**config.mk**
```make
export PLATFORM = sky130hd
export DESIGN_NAME = ffa_ram
export DESIGN_NICKNAME = d
export VERILOG_FILES = /design/src/rtl/ffa_ram.sv
export SDC_FILE = /design/constraint.sdc
export NUM_CORES = 1
export LEC_CHECK = 0
export ABC_CLOCK_PERIOD_IN_PS = 5140
export BUFFER_PORTS_ARGS = -buffer_cell sky130_fd_sc_hd__buf_2
export CORE_UTILIZATION = 47
export DETAILED_ROUTE_END_ITERATION = 10
export PLACE_DENSITY = 0.63
export SYNTH_ARGS = -nofsm -noshare
export SYNTH_HDL_FRONTEND = slang
export SYNTH_SLANG_ARGS = --single-unit
```
**constraint.sdc**
```tcl
create_clock -name clk -period 5.14 [get_ports clk]
set_input_delay 0.514 -clock clk [delete_from_list [all_inputs] [get_ports clk]]
set_output_delay 0.514 -clock clk [all_outputs]
set_load 0.02 [all_outputs]
```
**src/rtl/ffa_ram.sv**
```systemverilog
// ----------------------------------------------------------------------------
// ffa_ram
// Generic simple dual-port RAM: one write port, one read port, registered
// read data. Read of an address written on the same edge
// returns the old contents.
// ----------------------------------------------------------------------------
module ffa_ram #(
    parameter int WIDTH = 8,
    parameter int DEPTH = 16,
    localparam int AW   = $clog2(DEPTH)
) (
    input  logic             clk,
    input  logic             we,
    input  logic [AW-1:0]    waddr,
    input  logic [WIDTH-1:0] wdata,
    input  logic [AW-1:0]    raddr,
    output logic [WIDTH-1:0] rdata
);

    logic [WIDTH-1:0] mem_reg [DEPTH];
    logic [WIDTH-1:0] rdata_reg;

    always_ff @(posedge clk)
    begin
        if (we)
        begin
            mem_reg[waddr] <= wdata;
        end
        rdata_reg <= mem_reg[raddr];
    end

    assign rdata = rdata_reg;

endmodule

```
==> flow_summary.ini <==
[timing]
setup_viol = 0
finalSetupTns_ns = 0
drv_slew = 0
final.period_utilization_pct = 39.8
finalHoldViolCount = 0
finalClockSkew_ns = 0.00806
worst_slew_pin_slew_ns = 1.31
fin_crit_ns = 2.05
rsz0062_at_grt = no
fin_worst_hold_slack_ns = 0.398
maxSlewHeadroom_pct = 11.9
max_freq_mhz = 488

[setup_path]
cp_cell_sequence = buf_2 -> or3b_2 -> nor3_1
critPathCaptureType = flip-flop
timing_worst_setup_path_type = input port to flip-flop
required_ns = 5.25
cp.depth = 3
r2r_end = rdata[2]
cp_num_buf_inv = 1
critPathTopFamily = simple AND/OR/NAND/NOR gates
slowest_stage = nor3_1
crit_end = mem_reg[0][7]
critPathLaunch = waddr[2]
crit_path_max_fanout = 8
r2r_cells = 3
cpPeakStageDelay_ns = 1.01
cp-start-kind = input port
crit_arrival_ns = 2.16
r2r_slack_ns = 3.76
r2r-start = mem_reg[1][2]

[power_and_ir_drop]
p_seq_share_pct = 50.6
vdd_drop_max_mv = 0.320
p_int_mw = 1.97
leakagePower_nw = 1.97
switching_share_pct = 20.1
p_clk_share_pct = 44.7
power-per-cell-area_nw_per_um2 = 416
switchingPower_mw = 0.496
combPwrFrac_pct = 4.6

[grt]
grt_remaining_overflow = 0
track_usage_pct = 18.1
grt_max_degree = 33
grt_pass1_wl_um = 14000
antenna_found_initial = 0
grt_pass1_vias = 2356

[routing]
post-route-drc-count = 0
wl_met2_um = 4700
wl_met3_um = 584
routed_wirelength_um = 9300
top_layer_used = met4
vias_per_cell = 5.62
wl_met1_um = 3960
drt_iter0_drc = 81
ant_nets = 0
wl_per_cell_um = 22.4
vias = 2331
drtPass1Iterations = 4

[cts]
cts_resized = 0
clock_path_buffers = 2
post-cts-setup-buffers = 0
cts.clk_slew.worst_paths_ns = 0.06
insertion_delay_ns = 0.50
hold_buffers = 0
cts_root_buffer = clkbuf_8
htreeDepth = 4
cts_tree = done
numCtsBuffers = 17
cts.sinks = 136

[layout]
num-fill-cells = 809
diodes = 0
drive_gt1_share_pct = 27.2
syn2layout_area_growth_pct = 15.2
largest_register_ffs = 128
final_area_um2 = 5930
fin_nets = 284

[synthesis]
synth_edf_count = 128
synth-seq-cells = 136
synth_area_leaders = edfxtp_1 (75%), mux4_2 (7.9%), mux4_1 (7.1%)
synth_top_cells_by_count = edfxtp_1 (128), mux4_2 (18), a22oi_1 (16)
yosysMostFrequentCell = edfxtp_1
syn_avg_cell_area_um2 = 22.5
yosysSeqAreaShare_pct = 77.8
ys_types = 19
netlist.area_leader.share_pct = 74.7
syn_inst = 229
syn_area_um2 = 5150
yosys.area.top_type = edfxtp_1
synth_warnings = 0
synthFlopType = edfxtp_1
syn_nets = 247
async_flop_share_pct = 0

[floorplan]
rows = 37
die_h_um = 107
io-pin-count = 26
fp.dieW_um = 107
initial_core_util_pct = 49.2
die_area_um2 = 11400
core_area_um2 = 10500

[placed_design]
portBuffers = 25
place_hpwl_um = 5800
post_dp_cell_area_um2 = 5380
place_congestion = 0.738

[job]
maxCapViolCount = 0

[outcome]
status = finished clean

[min_path]
min_path_type = input port to flip-flop
## cells by family after synthesis
group	count (synthesis)	share of synthesized area [%]
muxes	32	15.0
and+or+nand+nor	35	3.18
DFF	136	77.8
buffers and inverters	10	1.68
AOI/OAI and AO/OA	16	2.33
## layout make-up
cell class | instances | area (µm²) | area share, %
Clock inverter | 13 | 131 | 2.21
Clock buffer | 19 | 422 | 7.11
Sequential cell | 136 | 4000 | 67.5
Multi-Input combinational cell | 83 | 1060 | 17.8
Tap cell | 136 | 170 | 2.87
Timing Repair Buffer | 28 | 148 | 2.49
## metal layers
layer | GRT usage [%] | up-vias
met5 | 0 | -
met4 | 5.87 | 0
met3 | 5.41 | 6
met2 | 28.5 | 79
met1 | 24.4 | 1196
li1 | - | 1050
## power groups by stage
stage	logic (mW)	clock network [mW]	registers (mW)
2_1_floorplan	0.0629	0	1.28
3_3_place_gp	0.114	0	1.27
3_5_place_dp	0.116	0	1.27
4_1_cts	0.117	1.12	1.25
5_1_grt	0.124	1.18	1.25
6_report	0.115	1.10	1.25
## stage by stage
stage	cells	utilization [%]	setup slack, ns	total power [mW]
4_1_cts	415	56.7	3.10	2.49
2_1_floorplan	229	-	3.13	1.34
3_5_place_dp	383	51.4	2.59	1.39
5_1_grt	415	56.7	3.03	2.55
6_report	415	56.7	3.09	2.47
3_3_place_gp	383	51.4	2.58	1.38
## placed cells by master (no fill, tap or decap), types with 2 or more instances in the layout
cell type	netlist	routed
buf_4	1	3
edfxtp_1	128	128
nand2_1	9	9
a22oi_1	16	16
clkbuf_1	0	2
clkinv_2	0	4
clkinv_4	0	2
clkbuf_16	0	16
nor2_1	13	13
buf_2	3	25
mux4_1	14	14
mux4_2	18	18
clkinvlp_4	0	4
dfxtp_1	8	8
nand2b_1	2	2
nand3b_1	2	2
bufinv_16	0	2
nor3_1	4	4
## worst min path at each step
stage,startpoint,to,slack (ns),depth (start not counted)
6_report,wdata[2],mem_reg[7][2],0.40,1
3_5_place_dp,mem_reg[11][5],rdata[5],0.67,3
5_1_grt,wdata[6],mem_reg[2][6],0.38,1
2_1_floorplan,wdata[0],mem_reg[0][0],0.61,0
4_1_cts,wdata[6],mem_reg[7][6],0.38,1
3_3_place_gp,mem_reg[11][2],rdata[2],0.65,3
Note: power is estimated with default switching activity, not from simulation.
